### src/hdl/cfc_pkg.sv
// shared types, constants and the crc byte update for the frame checker
package cfc_pkg;

  localparam int unsigned MaxFrameLenDef = 256;

  localparam int unsigned CfgIdxW  = 3;
  localparam int unsigned CfgDataW = 8;

  localparam logic [6:0]  BaseMinLen   = 7'd8;
  localparam logic [15:0] FrameOvhd    = 16'd8;
  localparam logic [7:0]  WantVersion  = 8'h01;
  localparam logic [15:0] BcastId      = 16'hFFFF;
  localparam logic [15:0] BcastCrc     = 16'h63FA;
  localparam logic [15:0] CrcInit      = 16'hFFFF;
  localparam logic [15:0] CrcPoly      = 16'hA001;
  localparam logic [15:0] OwnIdReset   = 16'h0002;

  typedef enum logic [CfgIdxW-1:0] {
    CfgMinLen  = 3'd0,
    CfgGetId   = 3'd1,
    CfgSetId   = 3'd2,
    CfgSingle  = 3'd3,
    CfgStart   = 3'd4,
    CfgStop    = 3'd5
  } cfg_idx_e;

  typedef enum logic [2:0] {
    StOk       = 3'd0,
    StShort    = 3'd1,
    StLenErr   = 3'd2,
    StVerErr   = 3'd3,
    StTypeErr  = 3'd4,
    StCrcErr   = 3'd5
  } status_e;

  typedef enum logic [2:0] {
    ActNone    = 3'd0,
    ActReport  = 3'd1,
    ActSetOk   = 3'd2,
    ActSetFail = 3'd3,
    ActSample  = 3'd4,
    ActStart   = 3'd5,
    ActStop    = 3'd6
  } action_e;

  typedef struct packed {
    logic [6:0] min_len;
    logic [7:0] get_id;
    logic [7:0] set_id;
    logic [7:0] single;
    logic [7:0] start;
    logic [7:0] stop;
  } cfg_t;

  // header and crc state of one finished frame
  typedef struct packed {
    logic [15:0] crc;
    logic [15:0] tail;
    logic [15:0] id;
    logic [7:0]  ftype;
    logic [15:0] length;
    logic [7:0]  version;
    logic [15:0] word;
  } hdr_t;

  typedef struct packed {
    status_e     status;
    action_e     action;
    logic [15:0] rx_device_id;
    logic [7:0]  frame_type;
    logic [7:0]  frame_version;
    logic [15:0] payload_len;
    logic [15:0] payload_word;
    logic [15:0] own_id;
    logic        sampling_on;
  } res_t;

  // crc16 modbus, one byte, reflected
  function automatic logic [15:0] crc_feed(logic [15:0] crc, logic [7:0] b);
    logic [15:0] c;
    c = crc ^ {8'h00, b};
    for (int i = 0; i < 8; i++) begin
      c = c[0] ? ((c >> 1) ^ CrcPoly) : (c >> 1);
    end
    return c;
  endfunction

endpackage

### src/hdl/cfc_if.sv
// valid/ready channels for received bytes and frame results
interface cfc_rx_if;
  logic       valid;
  logic       ready;
  logic [7:0] rx_byte;
  logic       last_byte;

  modport source (output valid, output rx_byte, output last_byte, input ready);
  modport sink   (input valid, input rx_byte, input last_byte, output ready);
endinterface

interface cfc_res_if;
  logic        valid;
  logic        ready;
  logic [2:0]  status;
  logic [2:0]  action;
  logic [15:0] rx_device_id;
  logic [7:0]  frame_type;
  logic [7:0]  frame_version;
  logic [15:0] payload_len;
  logic [15:0] payload_word;
  logic [15:0] own_id;
  logic        sampling_on;

  modport source (output valid, output status, output action, output rx_device_id,
                  output frame_type, output frame_version, output payload_len,
                  output payload_word, output own_id, output sampling_on, input ready);
  modport sink   (input valid, input status, input action, input rx_device_id,
                  input frame_type, input frame_version, input payload_len,
                  input payload_word, input own_id, input sampling_on, output ready);
endinterface

### src/hdl/cfc_frame_acc.sv
// per-beat crc, byte count and header capture, with the finished-frame register
module cfc_frame_acc #(
  parameter int unsigned CntCap = 257,
  parameter int unsigned CntW   = 9
) (
  input  logic             clk_i,
  input  logic             rst_ni,
  input  logic             beat_i,
  input  logic [7:0]       rx_byte_i,
  input  logic             last_byte_i,
  output cfc_pkg::hdr_t    hdr_o,
  output logic [CntW-1:0]  cnt_o
);
  import cfc_pkg::*;

  hdr_t            run_q, run_d;
  logic [CntW-1:0] cnt_q, cnt_d;
  hdr_t            sum_q;
  logic [CntW-1:0] sum_cnt_q;

  always_comb begin
    run_d = run_q;
    // crc trails the stream by two bytes so the crc field stays out
    if (cnt_q >= CntW'(2)) begin
      run_d.crc = crc_feed(run_q.crc, run_q.tail[15:8]);
    end
    run_d.tail = {run_q.tail[7:0], rx_byte_i};
    if (cnt_q == CntW'(0)) run_d.id[15:8]     = rx_byte_i;
    if (cnt_q == CntW'(1)) run_d.id[7:0]      = rx_byte_i;
    if (cnt_q == CntW'(2)) run_d.ftype        = rx_byte_i;
    if (cnt_q == CntW'(3)) run_d.length[15:8] = rx_byte_i;
    if (cnt_q == CntW'(4)) run_d.length[7:0]  = rx_byte_i;
    if (cnt_q == CntW'(5)) run_d.version      = rx_byte_i;
    if (cnt_q == CntW'(6)) run_d.word[15:8]   = rx_byte_i;
    if (cnt_q == CntW'(7)) run_d.word[7:0]    = rx_byte_i;
    // saturate: beyond the cap the frame is too long whatever the exact count
    cnt_d = (cnt_q == CntW'(CntCap)) ? cnt_q : cnt_q + CntW'(1);
  end

  always_ff @(posedge clk_i or negedge rst_ni) begin
    if (!rst_ni) begin
      run_q <= '{crc: CrcInit, default: '0};
      cnt_q <= '0;
    end else if (beat_i) begin
      if (last_byte_i) begin
        run_q <= '{crc: CrcInit, default: '0};
        cnt_q <= '0;
      end else begin
        run_q <= run_d;
        cnt_q <= cnt_d;
      end
    end
  end

  always_ff @(posedge clk_i) begin
    if (beat_i && last_byte_i) begin
      sum_q     <= run_d;
      sum_cnt_q <= cnt_d;
    end
  end

  assign hdr_o = sum_q;
  assign cnt_o = sum_cnt_q;

endmodule

### src/hdl/cfc_frame_eval.sv
// frame checks, command dispatch, stored id and sampling flag, result register
module cfc_frame_eval #(
  parameter int unsigned MaxFrameLen = 256,
  parameter int unsigned CntW        = 9
) (
  input  logic             clk_i,
  input  logic             rst_ni,
  input  logic             load_i,
  input  cfc_pkg::cfg_t    cfg_i,
  input  cfc_pkg::hdr_t    hdr_i,
  input  logic [CntW-1:0]  cnt_i,
  output cfc_pkg::res_t    res_o
);
  import cfc_pkg::*;

  localparam int unsigned TooLong = (MaxFrameLen + 1 < 65535) ? MaxFrameLen + 1 : 65535;

  logic [15:0] own_id_q, own_id_d;
  logic        samp_q, samp_d;
  res_t        res_q, res_d;

  logic [16:0] cnt_x;
  logic [6:0]  eff_min;
  logic        known, crc_ok, bcast;
  logic        is_get, is_set, is_single, is_start, is_stop;
  logic [15:0] plen;

  always_comb begin
    cnt_x     = 17'(cnt_i);
    eff_min   = (cfg_i.min_len < BaseMinLen) ? BaseMinLen : cfg_i.min_len;
    is_get    = hdr_i.ftype == cfg_i.get_id;
    is_set    = hdr_i.ftype == cfg_i.set_id;
    is_single = hdr_i.ftype == cfg_i.single;
    is_start  = hdr_i.ftype == cfg_i.start;
    is_stop   = hdr_i.ftype == cfg_i.stop;
    known     = is_get || is_set || is_single || is_start || is_stop;
    crc_ok    = hdr_i.crc == hdr_i.tail;
    // broadcast id request with a fixed crc is let through
    bcast     = (hdr_i.id == BcastId) && is_get && (hdr_i.length == 16'(eff_min))
                && (hdr_i.tail == BcastCrc);
    plen      = 16'(cnt_i) - FrameOvhd;

    own_id_d = own_id_q;
    samp_d   = samp_q;
    res_d    = '0;

    if (cnt_x < 17'(eff_min)) begin
      res_d.status = StShort;
    end else if (cnt_x >= 17'(TooLong) || hdr_i.length != 16'(cnt_i)) begin
      res_d.status = StLenErr;
    end else if (hdr_i.version != WantVersion) begin
      res_d.status = StVerErr;
    end else if (!known) begin
      res_d.status = StTypeErr;
    end else if (!crc_ok && !bcast) begin
      res_d.status = StCrcErr;
    end else begin
      res_d.status = StOk;
    end

    if (res_d.status == StOk) begin
      res_d.payload_len = crc_ok ? plen : 16'd0;
      if (res_d.payload_len >= 16'd2) res_d.payload_word = hdr_i.word;
      if (is_get) begin
        res_d.action = ActReport;
      end else if (is_set) begin
        if (res_d.payload_len == 16'd2) begin
          own_id_d     = hdr_i.word;
          res_d.action = ActSetOk;
        end else begin
          res_d.action = ActSetFail;
        end
      end else if (is_single) begin
        res_d.action = ActSample;
      end else if (is_start) begin
        samp_d       = 1'b1;
        res_d.action = ActStart;
      end else begin
        samp_d       = 1'b0;
        res_d.action = ActStop;
      end
    end

    if (res_d.status != StShort) begin
      res_d.rx_device_id  = hdr_i.id;
      res_d.frame_type    = hdr_i.ftype;
      res_d.frame_version = hdr_i.version;
    end
    res_d.own_id      = own_id_d;
    res_d.sampling_on = samp_d;
  end

  always_ff @(posedge clk_i or negedge rst_ni) begin
    if (!rst_ni) begin
      own_id_q <= OwnIdReset;
      samp_q   <= 1'b0;
    end else if (load_i) begin
      own_id_q <= own_id_d;
      samp_q   <= samp_d;
    end
  end

  always_ff @(posedge clk_i) begin
    if (load_i) begin
      res_q <= res_d;
    end
  end

  assign res_o = res_q;

endmodule

### src/hdl/crc16_frame_checker_dispatch_unit.sv
// top level: crc16 modbus frame checker and command dispatcher
// one byte beat accepted per cycle unless a finished frame is held by result back-pressure,
// no gaps needed between frames; a frame's result passes the finished-frame register and then the result register
// non-final beats give no result; one result per frame, in frame order
// reset (async, active low) clears the frame state, stored id to 0x0002,
// sampling flag off and all config registers to their defaults
module crc16_frame_checker_dispatch_unit #(
  parameter int unsigned MAX_FRAME_LEN = cfc_pkg::MaxFrameLenDef
) (
  input  logic                          clk_i,
  input  logic                          rst_ni,
  input  logic                          cfg_we_i,
  input  logic [cfc_pkg::CfgIdxW-1:0]   cfg_idx_i,
  input  logic [cfc_pkg::CfgDataW-1:0]  cfg_wdata_i,
  cfc_rx_if.sink                        rx_i,
  cfc_res_if.source                     res_o
);
  import cfc_pkg::*;

  localparam int unsigned CntBase = (MAX_FRAME_LEN > 64) ? MAX_FRAME_LEN : 64;
  localparam int unsigned CntCap  = (CntBase + 1 < 65535) ? CntBase + 1 : 65535;
  localparam int unsigned CntW    = $clog2(CntCap + 1);

  cfg_t            cfg_q;
  logic            sum_v_q, res_v_q;
  logic            beat, sum_go;
  hdr_t            hdr;
  logic [CntW-1:0] cnt;
  res_t            res;

  always_ff @(posedge clk_i or negedge rst_ni) begin
    if (!rst_ni) begin
      cfg_q <= '{min_len: 7'd8, get_id: 8'd1, set_id: 8'd2,
                 single: 8'd3, start: 8'd4, stop: 8'd5};
    end else if (cfg_we_i) begin
      case (cfg_idx_i)
        CfgMinLen: cfg_q.min_len <= cfg_wdata_i[6:0];
        CfgGetId:  cfg_q.get_id  <= cfg_wdata_i;
        CfgSetId:  cfg_q.set_id  <= cfg_wdata_i;
        CfgSingle: cfg_q.single  <= cfg_wdata_i;
        CfgStart:  cfg_q.start   <= cfg_wdata_i;
        CfgStop:   cfg_q.stop    <= cfg_wdata_i;
        default: ;
      endcase
    end
  end

  // finished frame moves on when the result register is free or drains
  assign sum_go     = !res_v_q || res_o.ready;
  assign rx_i.ready = !sum_v_q || sum_go;
  assign beat       = rx_i.valid && rx_i.ready;

  always_ff @(posedge clk_i or negedge rst_ni) begin
    if (!rst_ni) begin
      sum_v_q <= 1'b0;
      res_v_q <= 1'b0;
    end else begin
      if (beat && rx_i.last_byte) begin
        sum_v_q <= 1'b1;
      end else if (sum_go) begin
        sum_v_q <= 1'b0;
      end
      if (sum_v_q && sum_go) begin
        res_v_q <= 1'b1;
      end else if (res_o.ready) begin
        res_v_q <= 1'b0;
      end
    end
  end

  cfc_frame_acc #(
    .CntCap (CntCap),
    .CntW   (CntW)
  ) u_acc (
    .clk_i       (clk_i),
    .rst_ni      (rst_ni),
    .beat_i      (beat),
    .rx_byte_i   (rx_i.rx_byte),
    .last_byte_i (rx_i.last_byte),
    .hdr_o       (hdr),
    .cnt_o       (cnt)
  );

  cfc_frame_eval #(
    .MaxFrameLen (MAX_FRAME_LEN),
    .CntW        (CntW)
  ) u_eval (
    .clk_i  (clk_i),
    .rst_ni (rst_ni),
    .load_i (sum_v_q && sum_go),
    .cfg_i  (cfg_q),
    .hdr_i  (hdr),
    .cnt_i  (cnt),
    .res_o  (res)
  );

  assign res_o.valid         = res_v_q;
  assign res_o.status        = res.status;
  assign res_o.action        = res.action;
  assign res_o.rx_device_id  = res.rx_device_id;
  assign res_o.frame_type    = res.frame_type;
  assign res_o.frame_version = res.frame_version;
  assign res_o.payload_len   = res.payload_len;
  assign res_o.payload_word  = res.payload_word;
  assign res_o.own_id        = res.own_id;
  assign res_o.sampling_on   = res.sampling_on;

endmodule

### src/flat_wrapper.sv
// flat-port wrapper written by rule: the top's interface ports become plain ports
module crc16_frame_checker_dispatch_unit_flat import cfc_pkg::*;
#(
  parameter int unsigned MAX_FRAME_LEN = cfc_pkg::MaxFrameLenDef
)
  (clk_i, rst_ni, cfg_we_i, cfg_idx_i, cfg_wdata_i, rx_i_valid, rx_i_rx_byte, rx_i_last_byte, rx_i_ready, res_o_valid, res_o_status, res_o_action, res_o_rx_device_id, res_o_frame_type, res_o_frame_version, res_o_payload_len, res_o_payload_word, res_o_own_id, res_o_sampling_on, res_o_ready);
  cfc_rx_if rx_i_i ();
  cfc_res_if res_o_i ();
  input  logic clk_i;
  input  logic rst_ni;
  input  logic cfg_we_i;
  input  logic [cfc_pkg::CfgIdxW-1:0] cfg_idx_i;
  input  logic [cfc_pkg::CfgDataW-1:0] cfg_wdata_i;
  input wire logic [$bits(rx_i_i.valid)-1:0] rx_i_valid;
  input wire logic [$bits(rx_i_i.rx_byte)-1:0] rx_i_rx_byte;
  input wire logic [$bits(rx_i_i.last_byte)-1:0] rx_i_last_byte;
  output wire logic [$bits(rx_i_i.ready)-1:0] rx_i_ready;
  output wire logic [$bits(res_o_i.valid)-1:0] res_o_valid;
  output wire logic [$bits(res_o_i.status)-1:0] res_o_status;
  output wire logic [$bits(res_o_i.action)-1:0] res_o_action;
  output wire logic [$bits(res_o_i.rx_device_id)-1:0] res_o_rx_device_id;
  output wire logic [$bits(res_o_i.frame_type)-1:0] res_o_frame_type;
  output wire logic [$bits(res_o_i.frame_version)-1:0] res_o_frame_version;
  output wire logic [$bits(res_o_i.payload_len)-1:0] res_o_payload_len;
  output wire logic [$bits(res_o_i.payload_word)-1:0] res_o_payload_word;
  output wire logic [$bits(res_o_i.own_id)-1:0] res_o_own_id;
  output wire logic [$bits(res_o_i.sampling_on)-1:0] res_o_sampling_on;
  input wire logic [$bits(res_o_i.ready)-1:0] res_o_ready;
  assign rx_i_i.valid = rx_i_valid;
  assign rx_i_i.rx_byte = rx_i_rx_byte;
  assign rx_i_i.last_byte = rx_i_last_byte;
  assign rx_i_ready = rx_i_i.ready;
  assign res_o_valid = res_o_i.valid;
  assign res_o_status = res_o_i.status;
  assign res_o_action = res_o_i.action;
  assign res_o_rx_device_id = res_o_i.rx_device_id;
  assign res_o_frame_type = res_o_i.frame_type;
  assign res_o_frame_version = res_o_i.frame_version;
  assign res_o_payload_len = res_o_i.payload_len;
  assign res_o_payload_word = res_o_i.payload_word;
  assign res_o_own_id = res_o_i.own_id;
  assign res_o_sampling_on = res_o_i.sampling_on;
  assign res_o_i.ready = res_o_ready;
  crc16_frame_checker_dispatch_unit #(.MAX_FRAME_LEN(MAX_FRAME_LEN)) u_core (.clk_i(clk_i), .rst_ni(rst_ni), .cfg_we_i(cfg_we_i), .cfg_idx_i(cfg_idx_i), .cfg_wdata_i(cfg_wdata_i), .rx_i(rx_i_i), .res_o(res_o_i));
endmodule
### config.mk
export PLATFORM = sky130hd
export DESIGN_NAME = crc16_frame_checker_dispatch_unit_flat
export DESIGN_NICKNAME = d
export VERILOG_FILES = /design/src/hdl/cfc_pkg.sv /design/src/hdl/cfc_if.sv /design/src/hdl/cfc_frame_acc.sv /design/src/hdl/cfc_frame_eval.sv /design/src/hdl/crc16_frame_checker_dispatch_unit.sv /design/src/flat_wrapper.sv
export SDC_FILE = /design/constraint.sdc
export NUM_CORES = 1
export LEC_CHECK = 0
export BUFFER_PORTS_ARGS = -buffer_cell sky130_fd_sc_hd__buf_2
export CAP_MARGIN = 25
export CORE_UTILIZATION = 53
export CTS_CLUSTER_SIZE = 16
export DETAILED_ROUTE_END_ITERATION = 16
export GPL_ROUTABILITY_DRIVEN = 0
export PLACE_DENSITY = 0.67
export SLEW_MARGIN = 20
export SYNTH_ARGS = -nofsm -noshare
export SYNTH_HDL_FRONTEND = slang
export SYNTH_SLANG_ARGS = --single-unit
### constraint.sdc
create_clock -name clk_i -period 10.4 [get_ports clk_i]
set_input_delay 1.56 -clock clk_i [delete_from_list [all_inputs] [get_ports clk_i]]
set_output_delay 1.56 -clock clk_i [all_outputs]
set_load 0.02 [all_outputs]
**After elaboration in Yosys (flattened, before gate mapping)**

Cells that the tools add are included.

- Register bits after elaboration: 363
- Input bits: 25
- Output and inout bits: 89

- Add/subtract/negate cells: 2
- Magnitude comparators: 5
- Equality and inequality tests: 26
- Mux-type cells: 45
- Bitwise logic cells: 10
- Reductions and logical operators: 31

Operators with widths:

| cell | number |
|---|---|
| 16-bit two-way mux | 14 |
| 96-bit two-way mux | 1 |
| 8-bit two-way mux | 8 |
| 8-bit equality test | 5 |
| 9-bit by 3-bit equality test with 1-bit output (second input constant) | 4 |
| 2-bit NOT with 3-bit output | 8 |
| 9-bit by 2-bit equality test with 1-bit output (second input constant) | 2 |
| 3-bit two-way mux | 6 |
| 9-bit two-way mux | 2 |
| 16-bit by 15-bit equality test with 1-bit output (second input constant) | 1 |
| 16-bit equality test | 1 |
| 16-bit equality test (second input constant) | 1 |
| 16-bit by 2-bit equality test with 1-bit output (second input constant) | 1 |
| 16-bit by 7-bit equality test with 1-bit output | 1 |
| 16-bit by 2-bit >= comparator with 1-bit output (second input constant) | 1 |
| 16-bit by 9-bit != test with 1-bit output | 1 |
| 16-bit by 8-bit bitwise XOR with 16-bit output | 1 |
| 2-bit AND reduction | 7 |
| 1-bit two-way mux | 11 |
| 9-bit by 4-bit subtractor with 10-bit output (second input constant) | 1 |
| 9-bit by 1-bit adder with 9-bit output (second input constant) | 1 |
| 9-bit by 1-bit equality test with 1-bit output (second input constant) | 1 |
| 9-bit equality test (second input constant) | 1 |
| 9-bit by 2-bit >= comparator with 1-bit output (second input constant) | 1 |
| 18 further kinds | 38 |

**Depth between registers and ports, before layout**

Gate-level depths: netlist of the first run.

- Depth in word-level cells: 19
- Mapped depth: 11

**Modules after synthesis**

From an unflattened synthesis of the first run, not the netlist that was laid out.

- Cell total of the unflattened synthesis: 1,210
- Area, all modules: 16,439.5 sq um

By module, submodules not included:

| module | instances | cells each | area each (sq um) | sequential area each (sq um) |
|---|---|---|---|---|
| cfc_frame_acc | 1 | 687 | 9,318.9 | 5,800.6 |
| cfc_frame_eval | 1 | 410 | 5,223.8 | 2,859.0 |
| crc16_frame_checker_dispatch_unit | 1 | 113 | 1,896.8 | 1,236.2 |

**Worst setup path before layout of the first run**

OpenSTA, ideal clock, no wires.

- Kind: input -> register
- From: input res_o_ready
- To: register u_core.u_acc.sum_cnt_q[0] (netlist: u_core.u_acc.cnt_o[0]) (enable)
- Setup time: 0.570 ns
- Data arrival time: 6.781 ns
- Data required time: 9.830 ns
- Slack: 3.049 ns
- Stages: 5
- Path buffers: 2
- Cells stage by stage: nand3b_1 > nand2_1 > clkbuf_1 > buf_1 > nor2_1

- Longest elaborated chain between the ends: 4

Ends and longest elaborated chain:

| item | line | text |
|---|---|---|
| from (decl) | flat_wrapper.sv:28 | `input wire logic [$bits(res_o_i.ready)-1:0] res_o_ready;` |
| 1-bit logical OR | crc16_frame_checker_dispatch_unit.sv:49 | `assign sum_go = !res_v_q \|\| res_o.ready;` |
| 1-bit logical OR | crc16_frame_checker_dispatch_unit.sv:50 | `assign rx_i.ready = !sum_v_q \|\| sum_go;` |
| 1-bit logical AND | crc16_frame_checker_dispatch_unit.sv:51 | `assign beat = rx_i.valid && rx_i.ready;` |
| 1-bit logical AND | cfc_frame_acc.sv:56 | `if (beat_i && last_byte_i) begin` |
| to (signal assigned) | cfc_frame_acc.sv:58 | `sum_cnt_q <= cnt_d;` |
| to (decl) | cfc_frame_acc.sv:19 | `logic [CntW-1:0] sum_cnt_q;` |

Every way passes these cells.
A chain may end at the register's enable or synchronous reset.

**Worst setup path in the final report of the first run**

- From: input rx_i_last_byte
- To: register u_core.u_acc.sum_cnt_q[1] (netlist: u_core.u_acc.cnt_o[1]) (enable)

- Longest elaborated chain between the ends: 1

Ends and longest elaborated chain:

| item | line | text |
|---|---|---|
| from (decl) | flat_wrapper.sv:16 | `input wire logic [$bits(rx_i_i.last_byte)-1:0] rx_i_last_byte;` |
| 1-bit logical AND | cfc_frame_acc.sv:56 |  |

Every way passes these cells.

==> impl_results.md, run 1 <==
- Synth Area in XOR/XNOR: 5.53%
- Seq/Total Area, Yosys: 61.6%
- WL final: 34600 um
- Total core area: 29700 um2
- Area of the multi-input gates: 5800 um2
- Crit path kind: in -> reg
- Post-CTS resize count: 0
- Top Ports: 114
- Root cell of the clock tree: clkbuf_16
- Highest Clock Rate: 249 MHz
- Slowest stage cell on the critical path: buf_6
- CTS Sinks: 357
- Synth Register Bits: 357
- Largest net degree at the start of global routing: 99
- Bufs and invs on worst path: 4
- Warnings, synthesis: 0
- P_leak: 7.16 nW
- Compound-Gate Fraction of Synth Area: 8.66%
- Sequential cell area: 9900 um2
- Number of DRC markers in iteration 0: 857
- Worst Clk Skew: 19.6 ps
- Post-CTS setup buffers: 0
- Pre-CTS setup slack: 5590 ps
- Clk_lat worst skew: 530 ps
- Mux contribution to synthesized area: 10.7%
- Synth Instances: 1241
- Largest family of logic cells by synthesized area: multiplexers
- Top fanout value on the critical path: 86
- DP Area: 16900 um2
- First-pass GRT wire length: 54600 um
- Clk buf depth: 3
- Rows: 63
- Netlist Area Pre-Place: 16100 um2
- H-Tree Depth: 2
- CTS Buf Count: 39
- Worst hold path class: reg -> reg
- DR vias/cell: 5.66
- Max VDD drop: 148 uV
- Total global-route track usage: 22.7%
- Total gr overflow: 0
- Routed vias: 9916
- Outcome: finished clean
- Syn Area/Cell: 13.0 um2
- Hold Violations, Final: 0
- Final Max Slew Viols: 0
- DRC violations left: 0
- # fillers: 2244
- Die Wd: 176 um
- Syn nets: 1277
- Crit path max-delay family: buffers and inverters
- Synth unique cells: 67
- Dpl hpwl: 22000 um
- CTS tree: yes
- Setup TNS: 0 ps
- Final period utilization: 38.6%
- Post-Synth Simple-Gate Area: 10.1%
- Number of global-route vias before repair: 9545
- Commonest non-fill, non-tap cell in the layout: edfxtp_1
- Initial antenna violation count: 0
- # setup viols final: 0
- Worst setup slack after layout: 6380 ps
- Pwr dens: 219 nW/um2
- Minimum clock period: 4020 ps
- Wire per inst: 19.7 um
- Share of cells above drive strength 1: 28.2%
- Reg2Reg Setup Slack: 6860 ps
- Most frequent cells in the layout: edfxtp_1 (186), dfrtp_1 (146), mux2_2 (139), nand2_1 (134), buf_2 (112)
- Setup repair after global routing missed its margin: no
- # port buffers: 113
- Top_reg_cell synth: edfxtp_1
- Layout area overhead: 13.4%
- Post-route cell area: 18200 um2
- Initial Utilization: 54.1%
- Worst-margin pin slew: 952 ps
- DRT Pass-1 Iters: 5
- Asr flop ratio synth: 47.9%
- Critical path arrival: 4160 ps
- CTS Hold Bufs: 0
- Die ar.: 31000 um2
- Nets: 1367
- Number of flops mapped to enable cells by yosys: 186
- Critical path endpoint category: flip-flop
- Startpoint types: input port
- Synth Area in Adders: 0.856%
- Worst endpoint required time: 10540 ps
- Total of max-cap violations: 0
- Core Util, Final: 61.3%
- Reg clk slew, reported paths: 60 ps
- Antenna viol nets, final: 0
- Die Y: 176 um
- Worst path cell trace: buf_2 -> buf_4 -> inv_1 -> nor2_4 -> buf_6
- Slew HR: 36.4%
- Crit path largest cell delay: 680 ps
==> final cells by class <==
| type | count | share of cell area (%) |
|---|---|---|
| antenna | 1 | 0.0137 |
| clock buffer | 54 | 6.22 |
| clock inverter | 18 | 0.673 |
| inverter | 16 | 0.336 |
| multi-input combinational | 790 | 31.8 |
| sequential | 357 | 54.3 |
| tap | 390 | 2.68 |
| timing repair buffer | 127 | 3.98 |
==> cell families after synthesis <==
logic type	Yosys count
muxes	150
adders and majority gates	11
AOI/OAI and AO/OA	217
xor gates and xnor gates	100
buffers and inverters	94
DFF	357
and+or+nand+nor	312
==> worst reg2reg max path, stage by stage, from the launching register on <==
cell and delay, ps:
edfxtp_1 490, inv_1 100, ha_1 270, nor2_1 120, nand3_1 90, a2111oi_1 850
nand4b_1 370, nor3_4 540, buf_8 250, mux2_2 350
==> sequential cells by signal, indices dropped and copies added, names as in the netlist <==
signal	count
u_core.u_eval.samp_q	1
u_core.u_eval.own_id_q	16
u_core.u_acc.hdr_o	96
u_core.u_acc.run_q	88
u_core.u_eval.res_o	81
u_core.cfg_q	47
u_core.res_o.valid	1
u_core.sum_v_q	1
u_core.u_acc.cnt_q	9
u_core.u_acc.cnt_o	9
u_core.u_acc.run_d	8
==> final timing paths <==
check / start / end / depth (start not counted)
min in group asynchronous: rst_ni / u_core.cfg_q[3]$_DFFE_PN0P_ / 1
worst max register to register: u_core.u_acc.cnt_o[3]$_DFFE_PP_ / u_core.u_eval.own_id_q[15]$_DFFE_PN0P_ / 9
worst max-delay path: rx_i_last_byte / u_core.u_acc.cnt_o[1]$_DFFE_PP_ / 5
max in group asynchronous: rst_ni / u_core.u_eval.own_id_q[1]$_DFFE_PN1P_ / 4
worst min-delay path: u_core.u_acc.run_d[74]$_DFFE_PN0P_ / u_core.u_acc.hdr_o[74]$_DFFE_PP_ / 0
worst min register to register: u_core.u_acc.run_d[74]$_DFFE_PN0P_ / u_core.u_acc.hdr_o[74]$_DFFE_PP_ / 0
==> routing by layer <==
layer,GRT usage (%),wire length (um),vias to the layer above
met5,0,0,-
met4,6.59,797,0
met3,3.29,1440,58
met2,36.1,16400,254
met1,32.4,15900,4932
li1,-,-,4672
==> power by group <==
| part | internal, mW | leakage (nW) | switching (mW) |
|---|---|---|---|
| clock network | 0.788 | 0.628 | 0.549 |
| registers | 1.78 | 3.94 | 0.166 |
| logic | 0.341 | 2.60 | 0.375 |
| total | 2.91 | 7.16 | 1.09 |
==> Yosys cell counts (all sizes together) (3+ instances only) <==
library cell | n | area share, %
a21oi | 18 | 0.56
a22o | 6 | 0.33
a22oi | 64 | 3.0
and2 | 20 | 0.79
and2b | 4 | 0.22
and3 | 4 | 0.16
buf | 21 | 0.81
clkbuf | 57 | 1.3
dfrtp | 146 | 23
dfstp | 25 | 4.1
edfxtp | 186 | 35
ha | 11 | 0.86
inv | 16 | 0.37
mux2 | 149 | 11
nand2 | 135 | 3.2
nand2b | 3 | 0.12
nand3 | 8 | 0.25
nand3b | 6 | 0.28
nand4 | 12 | 0.47
nand4b | 6 | 0.42
nor2 | 42 | 1.0
nor2b | 28 | 1.1
nor3 | 8 | 0.32
nor4 | 20 | 0.97
nor4b | 3 | 0.20
o21ai | 98 | 3.1
o22a | 14 | 0.76
o22ai | 3 | 0.12
or4 | 4 | 0.21
xnor2 | 55 | 3.0
xor2 | 44 | 2.4
==> through the flow <==
stage / power (mW) / hold slack [ps] / instances
final: 3.99 / 483 / 1753
after global routing: 4.19 / 484 / 1752
after CTS: 4.03 / 481 / 1748
after detailed placement: 2.68 / 466 / 1676
after global placement: 2.65 / 462 / 1675
after floorplan: 2.48 / 447 / 1241
(Power assumes the default switching activity.)
==> inputs of run 2 (changes only) <==
ABC_AREA = 1   (was default)
PLACE_DENSITY = 0.7   (was 0.67)
clock period = 3.4 ns   (was 10.4 ns; I/O delays follow)
==> run 2 against run 1 <==
Effect of this change: clock power grew to 3.2 times the previous value; synthesized cell count grew 39%; combinational power grew to 2.8 times the previous value; highest routed layer unchanged.
==> impl_results.md, run 2 <==
- Max VDD drop: 417 uV (was 148 uV)
- Final period utilization: 92.7%
- Die Wd: 177 um (was 176 um)
- Met3 Track Usage GR: 3.15% (was 3.29%)
- P_leak: 8.92 nW (was 7.16 nW)
- Worst R2R Start: u_core.u_acc.hdr_o[76]$_DFFE_PP_ (was u_core.u_acc.cnt_o[3]$_DFFE_PP_)
- Root cell of the clock tree: clkbuf_16 (unchanged)
- Synth cell count leaders: nand2_1 (377), inv_1 (328), edfxtp_1 (186), dfrtp_1 (146), nor2_1 (120) (was edfxtp_1 (186), dfrtp_1 (146), mux2_2 (139), nand2_1 (135), o21ai_0 (95))
- Pwr dens: 634 nW/um2 (was 219 nW/um2)
- GRT busiest layer: met2 (unchanged)
- Sw Share: 27.6% (was 27.3%)
- Layout area overhead: 13.5% (was 13.4%)
- Slew HR: 39.6% (was 36.4%)
- Critical path endpoint category: flip-flop (unchanged)
- Post-route cell area: 18500 um2 (was 18200 um2)
- Routed vias: 11600 (was 9916)
- Worst-margin pin slew: 904 ps (was 952 ps)
- Hold Violations, Final: 0 (unchanged)
- Clock power share: 36.2% (was 33.5%)
- Startpoint types: flip-flop (was input port)
- CTS tree: yes (unchanged)
- Highest Clock Rate: 317 MHz
- Top post-synthesis cells by area: edfxtp_1 (34%), dfrtp_1 (22%), nand2_1 (8.7%) (was edfxtp_1 (35%), dfrtp_1 (23%), mux2_2 (9.7%))
- Asr flop ratio synth: 47.9% (unchanged)
- Largest net degree at the start of global routing: 78 (was 99)
- Die ar.: 31400 um2 (was 31000 um2)
- # port buffers: 113 (unchanged)
- Setup repair after global routing missed its margin: no (unchanged)
- DR vias/cell: 5.19 (was 5.66)
- Hold path cells: 4 (was 0)
- Post-route insts no fill: 2240 (was 1753)
- Final Max Slew Viols: 0 (unchanged)
- Antenna viol nets, final: 0 (unchanged)
- Most frequent cells in the layout: nand2_1 (377), inv_1 (327), edfxtp_1 (186), dfrtp_1 (146), nor2_1 (119) (was edfxtp_1 (186), dfrtp_1 (146), mux2_2 (139), nand2_1 (134), buf_2 (112))
- Reg clk slew, reported paths: 60 ps (about the same)
- Pre-CTS setup slack: 341 ps (was 5590 ps)
- Yosys top cell by area: edfxtp_1 (unchanged)
- Bufs and invs on worst path: 0 (was 4)
- Hold Path Sink: u_core.res_o.valid$_DFFE_PN0P_ (was u_core.u_acc.hdr_o[74]$_DFFE_PP_)
- Crit path largest cell delay: 510 ps (was 680 ps)
- Worst path cell trace: nor2_1 -> nor2_1 -> nor2_1 -> nand2_1 -> nor2_1 -> nand2_1 -> nand2_1 -> nand2_2 -> o21ai_4 -> nand2_2 -> nor3_1 (was buf_2 -> buf_4 -> inv_1 -> nor2_4 -> buf_6)
- Synth Instances: 1722 (was 1241)
- Worst setup slack after layout: 248 ps (was 6380 ps)
- Total of max-cap violations: 0 (unchanged)
- Share of cells above drive strength 1: 13.0% (was 28.2%)
- Netlist Area Pre-Place: 16300 um2 (was 16100 um2)
- Outcome: finished clean (unchanged)
- Setup TNS: 0 ps (unchanged)
- Initial antenna violation count: 0 (unchanged)
- Power Internal: 8.48 mW (was 2.91 mW)
- WL final: 35000 um (was 34600 um)
- Slowest stage cell on the critical path: o21ai_4 (was buf_6)
- Minimum clock period: 3150 ps
- Syn Area/Cell: 9.46 um2 (was 13.0 um2)
- Sequential power share: 46.9% (was 48.6%)
- Commonest non-fill, non-tap cell in the layout: nand2_1 (was edfxtp_1)
- Total global-route track usage: 23.0% (was 22.7%)
- DRT Pass-1 Iters: 5 (unchanged)
- Number of DRC markers in iteration 0: 971 (was 857)
- Number of global-route vias before repair: 11100 (was 9545)
- Met2 GRT Util: 38.2% (was 36.1%)
- # fillers: 2539 (was 2244)
- H-Tree Depth: 2 (unchanged)
- Die Y: 177 um (was 176 um)
- Top_reg_cell synth: edfxtp_1 (unchanged)
- Worst Clk Skew: 12.3 ps (was 19.6 ps)
- Wire per inst: 15.6 um (was 19.7 um)
- Worst endpoint required time: 3700 ps (was 10540 ps)
- Total core area: 30000 um2 (was 29700 um2)
- Nets: 1856 (was 1367)
- Crit path max-delay family: simple AND/OR/NAND/NOR gates (was buffers and inverters)
- Top-count cell post-synth: nand2_1 (was edfxtp_1)
- Seq/Total Area, Yosys: 60.7% (was 61.6%)
- Switch Pwr: 3.24 mW (was 1.09 mW)
- Number of flops mapped to enable cells by yosys: 186 (unchanged)
- Inst Count DP: 2168 (was 1676)
- Synth unique cells: 40 (was 67)
- Dpl hpwl: 23200 um (was 22000 um)
- Comb pwr share: 16.9% (was 17.9%)
- FF-to-FF path depth: 11 (was 9)
- Max reg flops: 96 (unchanged)
- Critical path arrival: 3450 ps (was 4160 ps)
- CTS Sinks: 357 (unchanged)
- Top fanout value on the critical path: 19 (was 86)
- Reg2Reg Setup Slack: 250 ps (was 6860 ps)
- Antenna cells: 0 (was 1)
- Crit path kind: reg -> reg (was in -> reg)
- FF-to-FF End: u_core.u_eval.res_o[37]$_SDFFCE_PP0P_ (was u_core.u_eval.own_id_q[15]$_DFFE_PN0P_)
- Hold Crit Start: res_o_ready (was u_core.u_acc.run_d[74]$_DFFE_PN0P_)
- DRC violations left: 0 (unchanged)
- Rows: 63 (unchanged)
- Clk_lat worst skew: 520 ps (was 530 ps)
- Worst hold path class: in -> reg (was reg -> reg)
- Clk buf depth: 3 (unchanged)
- Top Ports: 114 (unchanged)
- CTS Buf Count: 39 (unchanged)
- Warnings, synthesis: 0 (unchanged)
- Total gr overflow: 0 (unchanged)
- Synth Register Bits: 357 (unchanged)
- Initial Utilization: 54.4% (was 54.1%)
- # setup viols final: 0 (unchanged)
- Top cell by count, worst path: nor2_1
- First-pass GRT wire length: 56800 um (was 54600 um)
- Post-CTS setup buffers: 0 (unchanged)
- Met1 Resource Use GR: 32.0% (was 32.4%)
- Post-synth top area share: 34.3% (was 34.7%)
- Pwr Total: 11.7 mW (was 3.99 mW)
- Syn nets: 1758 (was 1277)
- DP Area: 17200 um2 (was 16900 um2)
==> run 2: how the worst max path moves through the flow <==
stage,from,to,slack [ps],depth (start not counted)
floorplan,res_o_ready,u_core.u_acc.cnt_o[0]$_DFFE_PP_,80,6
finish,u_core.u_acc.hdr_o[76]$_DFFE_PP_,u_core.u_eval.res_o[37]$_SDFFCE_PP0P_,250,11
CTS,u_core.u_acc.hdr_o[76]$_DFFE_PP_,u_core.u_eval.res_o[37]$_SDFFCE_PP0P_,320,11
global route,u_core.u_acc.hdr_o[92]$_DFFE_PP_,u_core.u_eval.res_o[37]$_SDFFCE_PP0P_,60,11
global placement,u_core.u_acc.hdr_o[79]$_DFFE_PP_,u_core.u_eval.res_o[11]$_DFFE_PP_,520,13
detailed placement,u_core.u_acc.hdr_o[79]$_DFFE_PP_,u_core.u_eval.res_o[37]$_SDFFCE_PP0P_,340,11
==> run 2: stage by stage <==
step / hold WS (ps) / util (%)
after CTS: 245 / 61.7
after floorplan: 214 / -
final: 270 / 61.7
after detailed placement: 437 / 57.3
after global placement: 440 / 57.3
after global routing: 266 / 61.7
==> run 2: tightest hold or removal path: stages <==
cell and delay (ps):
buf_2 70, inv_1 40, nand2_1 70, nand2_1 50
==> run 2: cell families after synthesis <==
| logic type | after synthesis | share of synthesized area (%) |
|---|---|---|
| flip-flops | 357 | 60.7 |
| AND/OR/NAND/NOR | 627 | 16.1 |
| AO/OA/AOI/OAI | 250 | 8.71 |
| buffers and inverters | 410 | 9.99 |
| adder cells (fa/ha/maj) | 11 | 0.845 |
| XOR/XNOR | 67 | 3.60 |
==> run 2: repair_timing <==
item	CTS	global route
hold buffers	1	0
gates resized for setup	0	0
endpoints found under the hold margin	12	0
==> run 2: area by class of cell <==
cell class / count / area, um2 / area share (%)
Clock inverter: 15 / 148 / 0.799
Multi-Input combinational cell: 955 / 4780 / 25.9
Timing Repair Buffer: 131 / 747 / 4.04
Sequential cell: 357 / 9900 / 53.5
Inverter: 336 / 1260 / 6.83
Tap cell: 390 / 488 / 2.64
Clock buffer: 56 / 1160 / 6.29
==> run 2: power groups by stage <==
stage / Clock, mW / Sequential [mW] / Combinational (mW)
global placement: 0 / 5.55 / 1.93
CTS: 4.31 / 5.49 / 1.99
floorplan: 0 / 5.57 / 1.42
detailed placement: 0 / 5.57 / 1.98
finish: 4.24 / 5.49 / 1.99
global route: 4.50 / 5.55 / 2.25
==> run 2: routing by layer <==
layer | wire length (um) | vias up
li1 | - | 5708
met1 | 16000 | 5593
met2 | 16800 | 278
met3 | 1660 | 43
met4 | 493 | 0
met5 | 0 | -
==> inputs of run 3 (changes only) <==
MAX_ROUTING_LAYER = met4   (was default)
==> run 3 against run 2 <==
Effect of this change: combinational power barely moved; highest routed layer unchanged; non-clock buffer count did not move; design area stayed put; total power about the same; largest power group unchanged; core utilization did not move; worst hold slack got worse by 1.0 ps; clock power is essentially flat; sequential cell count is the same.
==> impl_results.md, run 3 (same netlist as run 2, synthesis figures left out) <==
- Worst-margin pin slew: 931 ps (was 904 ps)
- # port buffers: 113 (unchanged)
- DP Area: 17200 um2 (unchanged)
- Minimum clock period: 3100 ps (was 3150 ps)
- Sw Share: 27.6% (about the same)
- Antenna cells: 0 (unchanged)
- First-pass GRT wire length: 56900 um (was 56800 um)
- CTS Buf Count: 39 (unchanged)
- Area of the multi-input gates: 4780 um2 (unchanged)
- WL final: 34900 um (was 35000 um)
- Total gr overflow: 0 (unchanged)
- Wire per inst: 15.6 um (about the same)
- CTS Hold Bufs: 1 (unchanged)
- Pwr dens: 634 nW/um2 (about the same)
- Max reg flops: 96 (unchanged)
- Routed vias: 11600 (about the same)
- Total of max-cap violations: 0 (unchanged)
- DRT Pass-1 Iters: 5 (unchanged)
- H-Tree Depth: 2 (unchanged)
- Worst R2R Start: u_core.u_acc.hdr_o[76]$_DFFE_PP_ (unchanged)
- Largest net degree at the start of global routing: 78 (unchanged)
- Startpoint types: flip-flop (unchanged)
- Worst hold path class: in -> reg (unchanged)
- Bufs and invs on worst path: 0 (unchanged)
- Most frequent cells in the layout: nand2_1 (377), inv_1 (327), edfxtp_1 (186), dfrtp_1 (146), nor2_1 (119) (unchanged)
- Root cell of the clock tree: clkbuf_16 (unchanged)
- Initial Utilization: 54.4% (unchanged)
- Outcome: finished clean (unchanged)
- Top fanout value on the critical path: 19 (unchanged)
- Post-CTS setup buffers: 0 (unchanged)
- Comb pwr share: 16.9% (about the same)
- Power Internal: 8.48 mW (about the same)
- Crit path kind: reg -> reg (unchanged)
- Die Y: 177 um (unchanged)
- Clk_lat worst skew: 520 ps (about the same)
- Die ar.: 31400 um2 (unchanged)
- # setup viols final: 0 (unchanged)
- Core Util, Final: 61.7% (unchanged)
- # fillers: 2539 (unchanged)
- CTS tree: yes (unchanged)
- Final period utilization: 91.2% (was 92.7%)
- Hold Violations, Final: 0 (unchanged)
- Rows: 63 (unchanged)
- Sequential cell area: 9900 um2 (unchanged)
- Max VDD drop: 416 uV (was 417 uV)
- Post-CTS resize count: 0 (unchanged)
- Hold path cells: 4 (unchanged)
- Slowest stage cell on the critical path: o21ai_4 (unchanged)
- Highest Clock Rate: 322 MHz (was 317 MHz)
- Layout area overhead: 13.5% (unchanged)
- Worst endpoint required time: 3710 ps (was 3700 ps)
- Share of cells above drive strength 1: 13.0% (unchanged)
- Top cell by count, worst path: nor2_1 (unchanged)
- Clk buf depth: 3 (unchanged)
- Number of global-route vias before repair: 11100 (about the same)
- Critical path endpoint category: flip-flop (unchanged)
- Setup TNS: 0 ps (unchanged)
- Hold Crit Start: res_o_ready (unchanged)
- Crit path max-delay family: simple AND/OR/NAND/NOR gates (unchanged)
- Reg2Reg Setup Slack: 300 ps (was 250 ps)
- Highest routed metal layer: met4 (unchanged)
- FF-to-FF path depth: 11 (unchanged)
- Antenna viol nets, final: 0 (unchanged)
- Pwr Total: 11.7 mW (about the same)
- Metal3 WL: 1730 um (was 1660 um)
- Reg clk slew, reported paths: 60 ps (about the same)
- Switch Pwr: 3.23 mW (was 3.24 mW)
- Final Max Slew Viols: 0 (unchanged)
- Slew HR: 37.8% (was 39.6%)
- CTS Sinks: 357 (unchanged)
- DR vias/cell: 5.18 (was 5.19)
- Post-route cell area: 18500 um2 (unchanged)
- Nets: 1856 (unchanged)
- Dpl hpwl: 23200 um (unchanged)
- Die Wd: 177 um (unchanged)
- Number of DRC markers in iteration 0: 1013 (was 971)
- Commonest non-fill, non-tap cell in the layout: nand2_1 (unchanged)
- P_leak: 8.92 nW (unchanged)
- Initial antenna violation count: 0 (unchanged)
- Total global-route track usage: 23.7% (was 23.0%)
- Sequential power share: 46.9% (about the same)
- Worst Clk Skew: 13.7 ps (was 12.3 ps)
- Top Ports: 114 (unchanged)
- Met2 routed WL: 16800 um (about the same)
- Critical path arrival: 3410 ps (was 3450 ps)
- Hold Path Sink: u_core.res_o.valid$_DFFE_PN0P_ (unchanged)
- Detailed-routing wirelength on met1: 15900 um (was 16000 um)
- Crit path largest cell delay: 500 ps (was 510 ps)
- Setup repair after global routing missed its margin: no (unchanged)
- Total core area: 30000 um2 (unchanged)
- DRC violations left: 0 (unchanged)
- Worst path cell trace: nor2_1 -> nor2_1 -> nor2_1 -> nand2_1 -> nor2_1 -> nand2_1 -> nand2_1 -> nand2_2 -> o21ai_4 -> nand2_2 -> nor3_1 (unchanged)
- FF-to-FF End: u_core.u_eval.res_o[37]$_SDFFCE_PP0P_ (unchanged)
- Clock power share: 36.2% (about the same)
[run 3: cell counts in the layout (fill, tap and decap cells not counted)]
Identical to the previous run, type by type.
[run 3: worst reg2reg max path: stages (launching register included)]
cell	delay, ps
edfxtp_1	400
nor2_1	120
nor2_1	60
nor2_1	90
nand2_1	90
nor2_1	410
nand2_1	380
nand2_1	180
nand2_2	90
o21ai_4	500
nand2_2	290
nor3_1	290
[run 3: area by class of cell]
cell class                 instances  area share (%)
clock inverter                    15           0.799
tap                              390            2.64
sequential                       357            53.5
clock buffer                      56            6.29
multi-input combinational        955            25.9
timing repair buffer             131            4.04
inverter                         336            6.83
[run 3: per-layer routing]
| metal | track usage, % | vias to the layer above |
|---|---|---|
| met5 | - | - |
| met4 | 5.38 | 0 |
| met3 | 3.15 | 39 |
| met2 | 38.2 | 294 |
| met1 | 32.1 | 5563 |
| li1 | - | 5715 |
[run 3: worst max path at each step]
stage | from | endpoint | cells after the start
4_1_cts | u_core.u_acc.hdr_o[76]$_DFFE_PP_ | u_core.u_eval.res_o[37]$_SDFFCE_PP0P_ | 11
3_5_place_dp | u_core.u_acc.hdr_o[79]$_DFFE_PP_ | u_core.u_eval.res_o[37]$_SDFFCE_PP0P_ | 11
6_report | u_core.u_acc.hdr_o[76]$_DFFE_PP_ | u_core.u_eval.res_o[37]$_SDFFCE_PP0P_ | 11
5_1_grt | u_core.u_acc.hdr_o[92]$_DFFE_PP_ | u_core.u_eval.res_o[37]$_SDFFCE_PP0P_ | 11
3_3_place_gp | u_core.u_acc.hdr_o[79]$_DFFE_PP_ | u_core.u_eval.res_o[11]$_DFFE_PP_ | 13
2_1_floorplan | res_o_ready | u_core.u_acc.cnt_o[0]$_DFFE_PP_ | 6
[run 3: through the flow]
step                      cells  setup WS (ps)  hold WS [ps]
after floorplan            1722           78.0           214
after global placement     2168            516           440
after detailed placement   2168            341           437
after CTS                  2240            317           245
after global routing       2240           59.9           266
final                      2240            298           269
[run 3: power groups by stage]
stage | registers (mW) | clock network, mW | logic [mW]
detailed placement | 5.57 | 0 | 1.98
global placement | 5.55 | 0 | 1.93
CTS | 5.49 | 4.31 | 1.99
finish | 5.49 | 4.24 | 1.98
floorplan | 5.57 | 0 | 1.42
global route | 5.55 | 4.50 | 2.25
